### src/hw/rtl/tapd_pkg.sv
// tapd_pkg: shared types, widths, constants and register indexes
// for the tray angle pd controller; no dependencies
`timescale 1ns / 1ps
`default_nettype none

package tapd_pkg;

    // encoder position width, ticks
    localparam int POSITION_WIDTH = 18;
    localparam int GAIN_W         = 16;

    // pd arithmetic widths
    localparam int ERR_W    = POSITION_WIDTH + 1;
    localparam int DIFF_W   = POSITION_WIDTH + 2;
    localparam int PROD_P_W = GAIN_W + 1 + ERR_W;
    localparam int PROD_D_W = GAIN_W + 1 + DIFF_W;
    localparam int SUM_W    = PROD_D_W + 1;

    // stream word widths
    localparam int IN_FIELDS_W = POSITION_WIDTH + 11;
    localparam int IN_TDATA_W  = ((IN_FIELDS_W + 7) / 8) * 8;
    localparam int OUT_TDATA_W = 16;

    // configuration port
    localparam int APB_ADDR_W = 5;
    localparam int APB_DATA_W = 32;
    localparam int REG_IDX_W  = 3;

    localparam logic [REG_IDX_W-1:0] REG_KP_GAIN    = 3'd0;
    localparam logic [REG_IDX_W-1:0] REG_KD_GAIN    = 3'd1;
    localparam logic [REG_IDX_W-1:0] REG_RAISED_TGT = 3'd2;
    localparam logic [REG_IDX_W-1:0] REG_PLACE_TGT  = 3'd3;
    localparam logic [REG_IDX_W-1:0] REG_SLOW_THR   = 3'd4;
    localparam logic [REG_IDX_W-1:0] REG_SLOWER_THR = 3'd5;

    // register reset values
    localparam logic [GAIN_W-1:0] KP_GAIN_RST = 16'd218;
    localparam logic [GAIN_W-1:0] KD_GAIN_RST = 16'd77;
    localparam logic signed [POSITION_WIDTH-1:0] RAISED_TGT_RST = POSITION_WIDTH'(-400);
    localparam logic signed [POSITION_WIDTH-1:0] PLACE_TGT_RST  = POSITION_WIDTH'(-4850);
    localparam logic signed [POSITION_WIDTH-1:0] SLOW_THR_RST   = POSITION_WIDTH'(-3000);
    localparam logic signed [POSITION_WIDTH-1:0] SLOWER_THR_RST = POSITION_WIDTH'(-4000);

    // speed caps and stick deadband
    localparam logic [6:0]        CAP_FULL   = 7'd127;
    localparam logic [6:0]        CAP_SLOW   = 7'd90;
    localparam logic [6:0]        CAP_SLOWER = 7'd50;
    localparam logic signed [7:0] DEADBAND   = 8'sd10;
    localparam logic signed [7:0] JOY_MIN    = -8'sd128;
    localparam logic signed [7:0] JOY_MAX    = 8'sd127;

    typedef enum logic [1:0] {
        MODE_HOME   = 2'd0,
        MODE_RAISED = 2'd1,
        MODE_HOLD   = 2'd2
    } t_mode;

    typedef struct packed {
        logic [GAIN_W-1:0]                kp_gain_q8;
        logic [GAIN_W-1:0]                kd_gain_q8;
        logic signed [POSITION_WIDTH-1:0] raised_target;
        logic signed [POSITION_WIDTH-1:0] place_target;
        logic signed [POSITION_WIDTH-1:0] slow_threshold;
        logic signed [POSITION_WIDTH-1:0] slower_threshold;
    } t_cfg;

    typedef struct packed {
        logic                             limit_pressed;
        logic                             toggle_press;
        logic                             place_button;
        logic signed [7:0]                joystick;
        logic signed [POSITION_WIDTH-1:0] position;
    } t_item;

    typedef struct packed {
        logic              placing;
        logic              zero_encoder;
        logic signed [7:0] motor_command;
    } t_result;

endpackage

`default_nettype wire

### src/hw/rtl/tapd_regs.sv
// tapd_regs: apb register file holding gains, targets and band thresholds
// depends on tapd_pkg
`timescale 1ns / 1ps
`default_nettype none

module tapd_regs (
    input  wire logic                            i_clk,
    input  wire logic                            i_rst_n,
    input  wire logic                            psel,
    input  wire logic                            penable,
    input  wire logic                            pwrite,
    input  wire logic [tapd_pkg::APB_ADDR_W-1:0] paddr,
    input  wire logic [tapd_pkg::APB_DATA_W-1:0] pwdata,
    output logic      [tapd_pkg::APB_DATA_W-1:0] prdata,
    output tapd_pkg::t_cfg                       o_cfg
);
    import tapd_pkg::*;

    t_cfg                 r_cfg;
    logic [REG_IDX_W-1:0] w_idx;
    logic                 w_wr;

    assign w_idx = paddr[APB_ADDR_W-1:2];
    assign w_wr  = psel & penable & pwrite;

    always_ff @(posedge i_clk) begin
        if (!i_rst_n) begin
            r_cfg.kp_gain_q8       <= KP_GAIN_RST;
            r_cfg.kd_gain_q8       <= KD_GAIN_RST;
            r_cfg.raised_target    <= RAISED_TGT_RST;
            r_cfg.place_target     <= PLACE_TGT_RST;
            r_cfg.slow_threshold   <= SLOW_THR_RST;
            r_cfg.slower_threshold <= SLOWER_THR_RST;
        end else if (w_wr) begin
            unique case (w_idx)
                REG_KP_GAIN:    r_cfg.kp_gain_q8       <= pwdata[GAIN_W-1:0];
                REG_KD_GAIN:    r_cfg.kd_gain_q8       <= pwdata[GAIN_W-1:0];
                REG_RAISED_TGT: r_cfg.raised_target    <= pwdata[POSITION_WIDTH-1:0];
                REG_PLACE_TGT:  r_cfg.place_target     <= pwdata[POSITION_WIDTH-1:0];
                REG_SLOW_THR:   r_cfg.slow_threshold   <= pwdata[POSITION_WIDTH-1:0];
                REG_SLOWER_THR: r_cfg.slower_threshold <= pwdata[POSITION_WIDTH-1:0];
                default: ;
            endcase
        end
    end

    // read mux, signed registers sign extended
    always_comb begin
        unique case (w_idx)
            REG_KP_GAIN:    prdata = APB_DATA_W'(r_cfg.kp_gain_q8);
            REG_KD_GAIN:    prdata = APB_DATA_W'(r_cfg.kd_gain_q8);
            REG_RAISED_TGT: prdata = APB_DATA_W'(r_cfg.raised_target);
            REG_PLACE_TGT:  prdata = APB_DATA_W'(r_cfg.place_target);
            REG_SLOW_THR:   prdata = APB_DATA_W'(r_cfg.slow_threshold);
            REG_SLOWER_THR: prdata = APB_DATA_W'(r_cfg.slower_threshold);
            default:        prdata = '0;
        endcase
    end

    assign o_cfg = r_cfg;

endmodule

`default_nettype wire

### src/hw/rtl/tapd_core.sv
// tapd_core: controller state (mode, place flag, previous error) and the
// one-pass pd step; depends on tapd_pkg
`timescale 1ns / 1ps
`default_nettype none

module tapd_core (
    input  wire logic            i_clk,
    input  wire logic            i_rst_n,
    input  wire logic            i_step,
    input  wire tapd_pkg::t_item i_item,
    input  wire tapd_pkg::t_cfg  i_cfg,
    output tapd_pkg::t_result    o_res
);
    import tapd_pkg::*;

    t_mode                            r_mode, n_mode;
    logic                             r_place, n_place;
    logic signed [ERR_W-1:0]          r_prev_err, n_prev_err;

    t_mode                            w_mode_tog;
    logic signed [POSITION_WIDTH-1:0] w_pos, w_pos_eff, w_target;
    logic signed [7:0]                w_joy, w_joy_neg, w_power, w_motor;
    logic                             w_place1, w_stick_active;
    logic [6:0]                       w_cap, w_mag_clamped;
    logic signed [ERR_W-1:0]          w_err;
    logic signed [DIFF_W-1:0]         w_diff;
    logic signed [GAIN_W:0]           w_kp, w_kd;
    logic signed [PROD_P_W-1:0]       w_prod_p;
    logic signed [PROD_D_W-1:0]       w_prod_d;
    logic signed [SUM_W-1:0]          w_sum;
    logic [SUM_W-1:0]                 w_abs;
    logic [SUM_W-9:0]                 w_shr;

    assign w_pos = i_item.position;
    assign w_joy = i_item.joystick;

    // mode after the toggle press
    always_comb begin
        if (i_item.toggle_press) begin
            w_mode_tog = (r_mode == MODE_HOME) ? MODE_RAISED : MODE_HOME;
        end else begin
            w_mode_tog = r_mode;
        end
    end

    // target from the mode, place press overrides
    always_comb begin
        unique case (w_mode_tog)
            MODE_HOME:   w_target = '0;
            MODE_RAISED: w_target = i_cfg.raised_target;
            default:     w_target = w_pos;
        endcase
        if (i_item.place_button) begin
            w_target = i_cfg.place_target;
        end
    end

    // next mode
    always_comb begin
        n_mode = w_mode_tog;
        if (i_item.place_button) begin
            n_mode = MODE_HOLD;
        end
        if (i_item.limit_pressed && (w_joy > DEADBAND)) begin
            n_mode = MODE_HOLD;
        end
    end

    assign w_place1 = i_item.place_button | r_place;

    // speed cap by position band while placing
    always_comb begin
        w_cap = CAP_FULL;
        if (w_place1) begin
            if (w_pos >= i_cfg.slow_threshold) begin
                w_cap = CAP_FULL;
            end else if (w_pos > i_cfg.slower_threshold) begin
                w_cap = CAP_SLOW;
            end else if ((w_pos < i_cfg.slower_threshold) &&
                         (w_pos >= i_cfg.place_target)) begin
                w_cap = CAP_SLOWER;
            end
        end
    end

    // pd term
    assign w_err    = ERR_W'(w_target) - ERR_W'(w_pos);
    assign w_diff   = DIFF_W'(w_err) - DIFF_W'(r_prev_err);
    assign w_kp     = {1'b0, i_cfg.kp_gain_q8};
    assign w_kd     = {1'b0, i_cfg.kd_gain_q8};
    assign w_prod_p = w_kp * w_err;
    assign w_prod_d = w_kd * w_diff;
    assign w_sum    = SUM_W'(w_prod_p) + SUM_W'(w_prod_d);
    assign w_abs    = w_sum[SUM_W-1] ? unsigned'(-w_sum) : unsigned'(w_sum);
    assign w_shr    = w_abs[SUM_W-1:8];

    // truncate toward zero, then clamp magnitude to the cap
    always_comb begin
        if ((|w_shr[SUM_W-9:7]) || (w_shr[6:0] > w_cap)) begin
            w_mag_clamped = w_cap;
        end else begin
            w_mag_clamped = w_shr[6:0];
        end
    end

    assign w_power   = w_sum[SUM_W-1] ? -$signed({1'b0, w_mag_clamped})
                                      :  $signed({1'b0, w_mag_clamped});
    assign w_joy_neg = (w_joy == JOY_MIN) ? JOY_MAX : -w_joy;

    // stick override
    always_comb begin
        if (i_item.limit_pressed) begin
            w_stick_active = (w_joy > DEADBAND);
        end else begin
            w_stick_active = !((w_joy < DEADBAND) && (w_joy > -DEADBAND));
        end
    end

    assign w_motor   = w_stick_active ? w_joy_neg : w_power;
    assign w_pos_eff = i_item.limit_pressed ? '0 : w_pos;

    // place flag clears once past the place target
    assign n_place    = w_place1 & ~(w_pos_eff < i_cfg.place_target);
    assign n_prev_err = w_err;

    always_ff @(posedge i_clk) begin
        if (!i_rst_n) begin
            r_mode     <= MODE_HOME;
            r_place    <= 1'b0;
            r_prev_err <= '0;
        end else if (i_step) begin
            r_mode     <= n_mode;
            r_place    <= n_place;
            r_prev_err <= n_prev_err;
        end
    end

    assign o_res.motor_command = w_motor;
    assign o_res.zero_encoder  = i_item.limit_pressed;
    assign o_res.placing       = n_place;

endmodule

`default_nettype wire

### src/hw/rtl/tray_angle_pd_controller.sv
// tray_angle_pd_controller: top level, stream handshake, input and result
// registers; instantiates tapd_regs and tapd_core, uses tapd_pkg
//
// channel   | direction | handshake                  | word contents
// s_axis    | in        | tvalid / tready            | one control tick sample
// m_axis    | out       | tvalid / tready            | drive value and flags
// apb       | in        | psel / penable, pready = 1 | gains, targets, thresholds
//
// one word per cycle sustained while m_axis takes words; a word passes through the input
// register, and the pd step runs in one pass from there into the result register
// i_rst_n is synchronous; it empties both stages and puts the controller in home
// mode with the place flag and previous error cleared
// a stalled m_axis holds the result; the input register keeps taking words
// until both stages are full, then s_axis_tready drops
`timescale 1ns / 1ps
`default_nettype none

module tray_angle_pd_controller (
    input  wire logic                            i_clk,
    input  wire logic                            i_rst_n,
    // slave stream
    input  wire logic                            s_axis_tvalid,
    output logic                                 s_axis_tready,
    // [POSITION_WIDTH-1:0] position, then joystick (8), place_button,
    // toggle_press, limit_pressed, zero fill
    input  wire logic [tapd_pkg::IN_TDATA_W-1:0] s_axis_tdata,
    // master stream
    output logic                                 m_axis_tvalid,
    input  wire logic                            m_axis_tready,
    // [7:0] motor_command, [8] zero_encoder, [9] placing, zero fill
    output logic [tapd_pkg::OUT_TDATA_W-1:0]     m_axis_tdata,
    // configuration
    input  wire logic                            psel,
    input  wire logic                            penable,
    input  wire logic                            pwrite,
    input  wire logic [tapd_pkg::APB_ADDR_W-1:0] paddr,
    input  wire logic [tapd_pkg::APB_DATA_W-1:0] pwdata,
    output logic      [tapd_pkg::APB_DATA_W-1:0] prdata,
    output logic                                 pready
);
    import tapd_pkg::*;

    t_cfg    w_cfg;
    t_item   r_in;
    t_result r_out, w_res;
    logic    r_in_valid, r_out_valid;
    logic    w_out_free;   // result register can take a word this cycle
    logic    w_adv;        // input stage moves into the result stage

    assign pready = 1'b1;

    tapd_regs u_regs (
        .i_clk   (i_clk),
        .i_rst_n (i_rst_n),
        .psel    (psel),
        .penable (penable),
        .pwrite  (pwrite),
        .paddr   (paddr),
        .pwdata  (pwdata),
        .prdata  (prdata),
        .o_cfg   (w_cfg)
    );

    // handshake: a stage is free when empty or when its word leaves this cycle
    assign w_out_free    = !r_out_valid || m_axis_tready;
    assign w_adv         = r_in_valid && w_out_free;
    assign s_axis_tready = !r_in_valid || w_out_free;

    // input register, payload unreset
    always_ff @(posedge i_clk) begin
        if (!i_rst_n) begin
            r_in_valid <= 1'b0;
        end else if (s_axis_tready) begin
            r_in_valid <= s_axis_tvalid;
        end
    end

    always_ff @(posedge i_clk) begin
        if (s_axis_tvalid && s_axis_tready) begin
            r_in.position      <= s_axis_tdata[POSITION_WIDTH-1:0];
            r_in.joystick      <= s_axis_tdata[POSITION_WIDTH+7:POSITION_WIDTH];
            r_in.place_button  <= s_axis_tdata[POSITION_WIDTH+8];
            r_in.toggle_press  <= s_axis_tdata[POSITION_WIDTH+9];
            r_in.limit_pressed <= s_axis_tdata[POSITION_WIDTH+10];
        end
    end

    // pd step and controller state, state advances with the word
    tapd_core u_core (
        .i_clk   (i_clk),
        .i_rst_n (i_rst_n),
        .i_step  (w_adv),
        .i_item  (r_in),
        .i_cfg   (w_cfg),
        .o_res   (w_res)
    );

    // result register
    always_ff @(posedge i_clk) begin
        if (!i_rst_n) begin
            r_out_valid <= 1'b0;
        end else if (w_out_free) begin
            r_out_valid <= r_in_valid;
        end
    end

    always_ff @(posedge i_clk) begin
        if (w_adv) begin
            r_out <= w_res;
        end
    end

    assign m_axis_tvalid = r_out_valid;
    assign m_axis_tdata  = OUT_TDATA_W'({r_out.placing, r_out.zero_encoder,
                                         r_out.motor_command});

    // back-pressure only when both stages hold a word
    a_ready_low_only_full : assert property (@(posedge i_clk) disable iff (!i_rst_n)
        !s_axis_tready |-> (r_in_valid && r_out_valid))
        else $error("s_axis_tready low with a free stage");

    // an accepted word sits in the input register next cycle
    a_accept_loads : assert property (@(posedge i_clk) disable iff (!i_rst_n)
        (s_axis_tvalid && s_axis_tready) |=> r_in_valid)
        else $error("accepted word lost");

    // encoder zero request follows the limit switch of the same word
    a_zero_follows_limit : assert property (@(posedge i_clk) disable iff (!i_rst_n)
        w_adv |=> (r_out.zero_encoder == $past(r_in.limit_pressed)))
        else $error("zero_encoder does not match limit switch");

    // stick push at the limit always drives the tray up (negative command)
    a_limit_stick_drive : assert property (@(posedge i_clk) disable iff (!i_rst_n)
        (w_adv && r_in.limit_pressed && (r_in.joystick > DEADBAND))
            |=> (r_out.motor_command < 0))
        else $error("stick override at limit gave wrong sign");

    // both stages empty after reset
    a_reset_empty : assert property (@(posedge i_clk)
        $past(!i_rst_n) |-> (!r_in_valid && !r_out_valid))
        else $error("stages not empty after reset");

endmodule

`default_nettype wire
### config.mk
export PLATFORM = sky130hd
export DESIGN_NAME = tray_angle_pd_controller
export DESIGN_NICKNAME = d
export VERILOG_FILES = /design/src/hw/rtl/tapd_pkg.sv /design/src/hw/rtl/tapd_regs.sv /design/src/hw/rtl/tapd_core.sv /design/src/hw/rtl/tray_angle_pd_controller.sv
export SDC_FILE = /design/constraint.sdc
export NUM_CORES = 2
export LEC_CHECK = 0
export ABC_CLOCK_PERIOD_IN_PS = 20800
export BUFFER_PORTS_ARGS = -buffer_cell sky130_fd_sc_hd__buf_4
export CAP_MARGIN = 20
export CORE_MARGIN = 3
export CORE_UTILIZATION = 66
export CTS_CLUSTER_SIZE = 25
export DETAILED_ROUTE_END_ITERATION = 7
export HOLD_SLACK_MARGIN = 0.03
export PLACE_DENSITY_LB_ADDON = 0.05
export SLEW_MARGIN = 40
export SYNTH_ARGS = -nofsm -noshare
export SYNTH_HDL_FRONTEND = slang
export SYNTH_HIERARCHICAL = 1
export SYNTH_SLANG_ARGS = --single-unit
### constraint.sdc
create_clock -name i_clk -period 20.8 [get_ports i_clk]
set_input_delay 4.16 -clock i_clk [delete_from_list [all_inputs] [get_ports i_clk]]
set_output_delay 4.16 -clock i_clk [all_outputs]
set_load 0.03 [all_outputs]
==> run metrics <==
DRT Pass-1 Iters 6; DR vias/cell 5.83; worst setup margin 2.77 ns; post-CTS sizing 0; initial drt markers 2014; Hold Crit Class reg -> reg; Worst Skew 0.0208 ns; CP Capture Type flop; sequential area share after synthesis 0.102; register area 3750 um^2; CTS H-tree lvls 4; ratio of cells with drive above 1 in the final layout 0.0719; clk sink count 167; Critical Path AT 18.22 ns; clock slew at reported path FFs 0.07 ns; fin area 38500 um^2; Syn Area/Cell 8.92 um^2; #FFs+latches synth 167; clk_lat worst skew 0.45 ns; Setup Fix Bufs, Post-CTS 0; # IOs 127; most common cell after layout, fill and taps aside inv_1; cells after synthesis 4088; Cell Area, Synth 36500 um^2; worst r2r src r_in[27]; first-pass GRT wire length 153000 um; Nets 5129; most frequent cells in the layout 879 x inv_1, 704 x fa_1, 510 x nand2_1; min Tclk post-route 18.03 ns; crit path max fanout 15; critical path class reg -> reg; # diodes 0; dpl hpwl 77400 um; Fin. Hold Viols 0; CP dominant cell by count fa_1; WL per Instance 20.1 um; Post-synth EDFFs 39; Fillers 4329; Critical path origin r_in[27]; Clock Path Buffers 2; DR DRC count 0; CTS buffer count 17; Routed Antenna Nets 0; status complete, no violations; crit path max-delay cell type fa_1; Cell Area, Placed 37900 um^2; core area 54200 um^2; Max-cap violations 0; CP peak stage delay 0.87 ns; Min-Delay Path Depth 2; GPL Wtd Cong 0.972; Max transition margin 0.436; initial antenna violation count 2; height of the die 241 um; most used flip-flop cell after synthesis dfxtp_1; root buffer cell clkbuf_16; Post-CTS Hold Fix Bufs 0; setup_tns 0 ns; wirelength, routed 96300 um; largest net degree at the start of global routing 56; CTS tree done; Final Max Slew Viols 0; FP Rows 85; hold path startpoint u_regs/o_cfg[84]; final setup fails 0; gr ovfl total 0; Worst-Margin Slew 0.845 ns; Area Growth Syn to Fin 5.49%; pre-CTS setup slack 3.04 ns; width of the die 241 um; Critical Path Stages 59; Ys Warns 6; CP Data Required Time 20.98 ns; Initial Util 0.672; RSZ-0062 raised after global routing no; die area 58100 um^2; asr flop ratio synth 0; R2R cell count 59; Yosys cell types 104; Peak Freq 0.0555 GHz; Crit path max-delay family compound AO/OA/AOI/OAI gates; routed vias 27900; Worst setup SP type flop; number of port buffers 100; crit path buf inv count 9; Final Cycle Share 0.867; vias in the first global route 28600; All-Layer GR Usage 0.345; Multi-input gate area 28700 um^2
-- cells in the mapped netlist, drive strengths merged (23+ instances only) --
cell      n  area [um^2]
clkbuf  143          541
a21o     32          240
mux2i    95          951
and2    249         1560
buf      62          400
edfxtp   39         1170
nand2b   28          175
a21oi   118          602
dfxtp   128         2560
nand3   110          551
nand2   515         1950
o21ai   117          586
nor2b    83          527
nor2     90          348
a22oi    24          185
nor3     33          176
o21a     23          173
xnor2    57          507
ha      272         3400
mux2     24          274
inv     879         3300
fa      704        14100
-- layout make-up --
| cell class | instances | share of cell area |
|---|---|---|
| clock buffer | 17 | 0.0111 |
| clock inverter | 15 | 0.00465 |
| inverter | 880 | 0.0859 |
| multi-input combinational | 2841 | 0.745 |
| sequential | 167 | 0.0975 |
| tap | 696 | 0.0226 |
| timing repair buffer | 170 | 0.0337 |
-- tightest hold or removal path: stages (launching register included) --
cell	delay, ns
dfxtp_1	0.32
nand2_1	0.05
mux2i_1	0.05
-- cells by family after synthesis --
family,share of synthesized area
AOI/OAI and AO/OA,0.0835
xor gates and xnor gates,0.0187
DFF,0.102
and+or+nand+nor,0.164
adders and majority gates,0.480
buffers and inverters,0.116
other,0.000206
muxes,0.0348
-- per-layer routing --
| metal | up-vias | wire (um) | GRT usage |
|---|---|---|---|
| met5 | - | 13 | 0 |
| met4 | 2 | 4390 | 0.145 |
| met3 | 200 | 8830 | 0.0878 |
| met2 | 1100 | 44800 | 0.554 |
| met1 | 14000 | 38300 | 0.449 |
| li1 | 12600 | - | - |
-- metrics by stage --
stage                     hold slack, ns  utilization  instances
after CTS                          0.479        0.709       4785
final                              0.478        0.709       4786
after floorplan                    0.445            -       4093
after global routing               0.507        0.709       4786
after global placement             0.445        0.696       4750
after detailed placement           0.450        0.698       4753
-- registers in the layout, summed over array words and instances (netlist names) --
signal	count
m_axis_tdata	10
r_in_valid	1
m_axis_tvalid	1
u_core/r_place	1
r_in	29
u_core/r_mode	2
u_regs/o_cfg	104
u_core/r_prev_err	19
-- worst paths after layout --
path | end | slack (ns)
setup / recovery | m_axis_tdata[6] | 2.77
hold / removal | u_regs/o_cfg[84] | 0.48
setup reg to reg | m_axis_tdata[6] | 2.77
hold reg to reg | u_regs/o_cfg[84] | 0.48
Power is left out: the tool's default activity adds up to more than one toggle a clock period on the data nets, which glitch-free logic cannot reach.
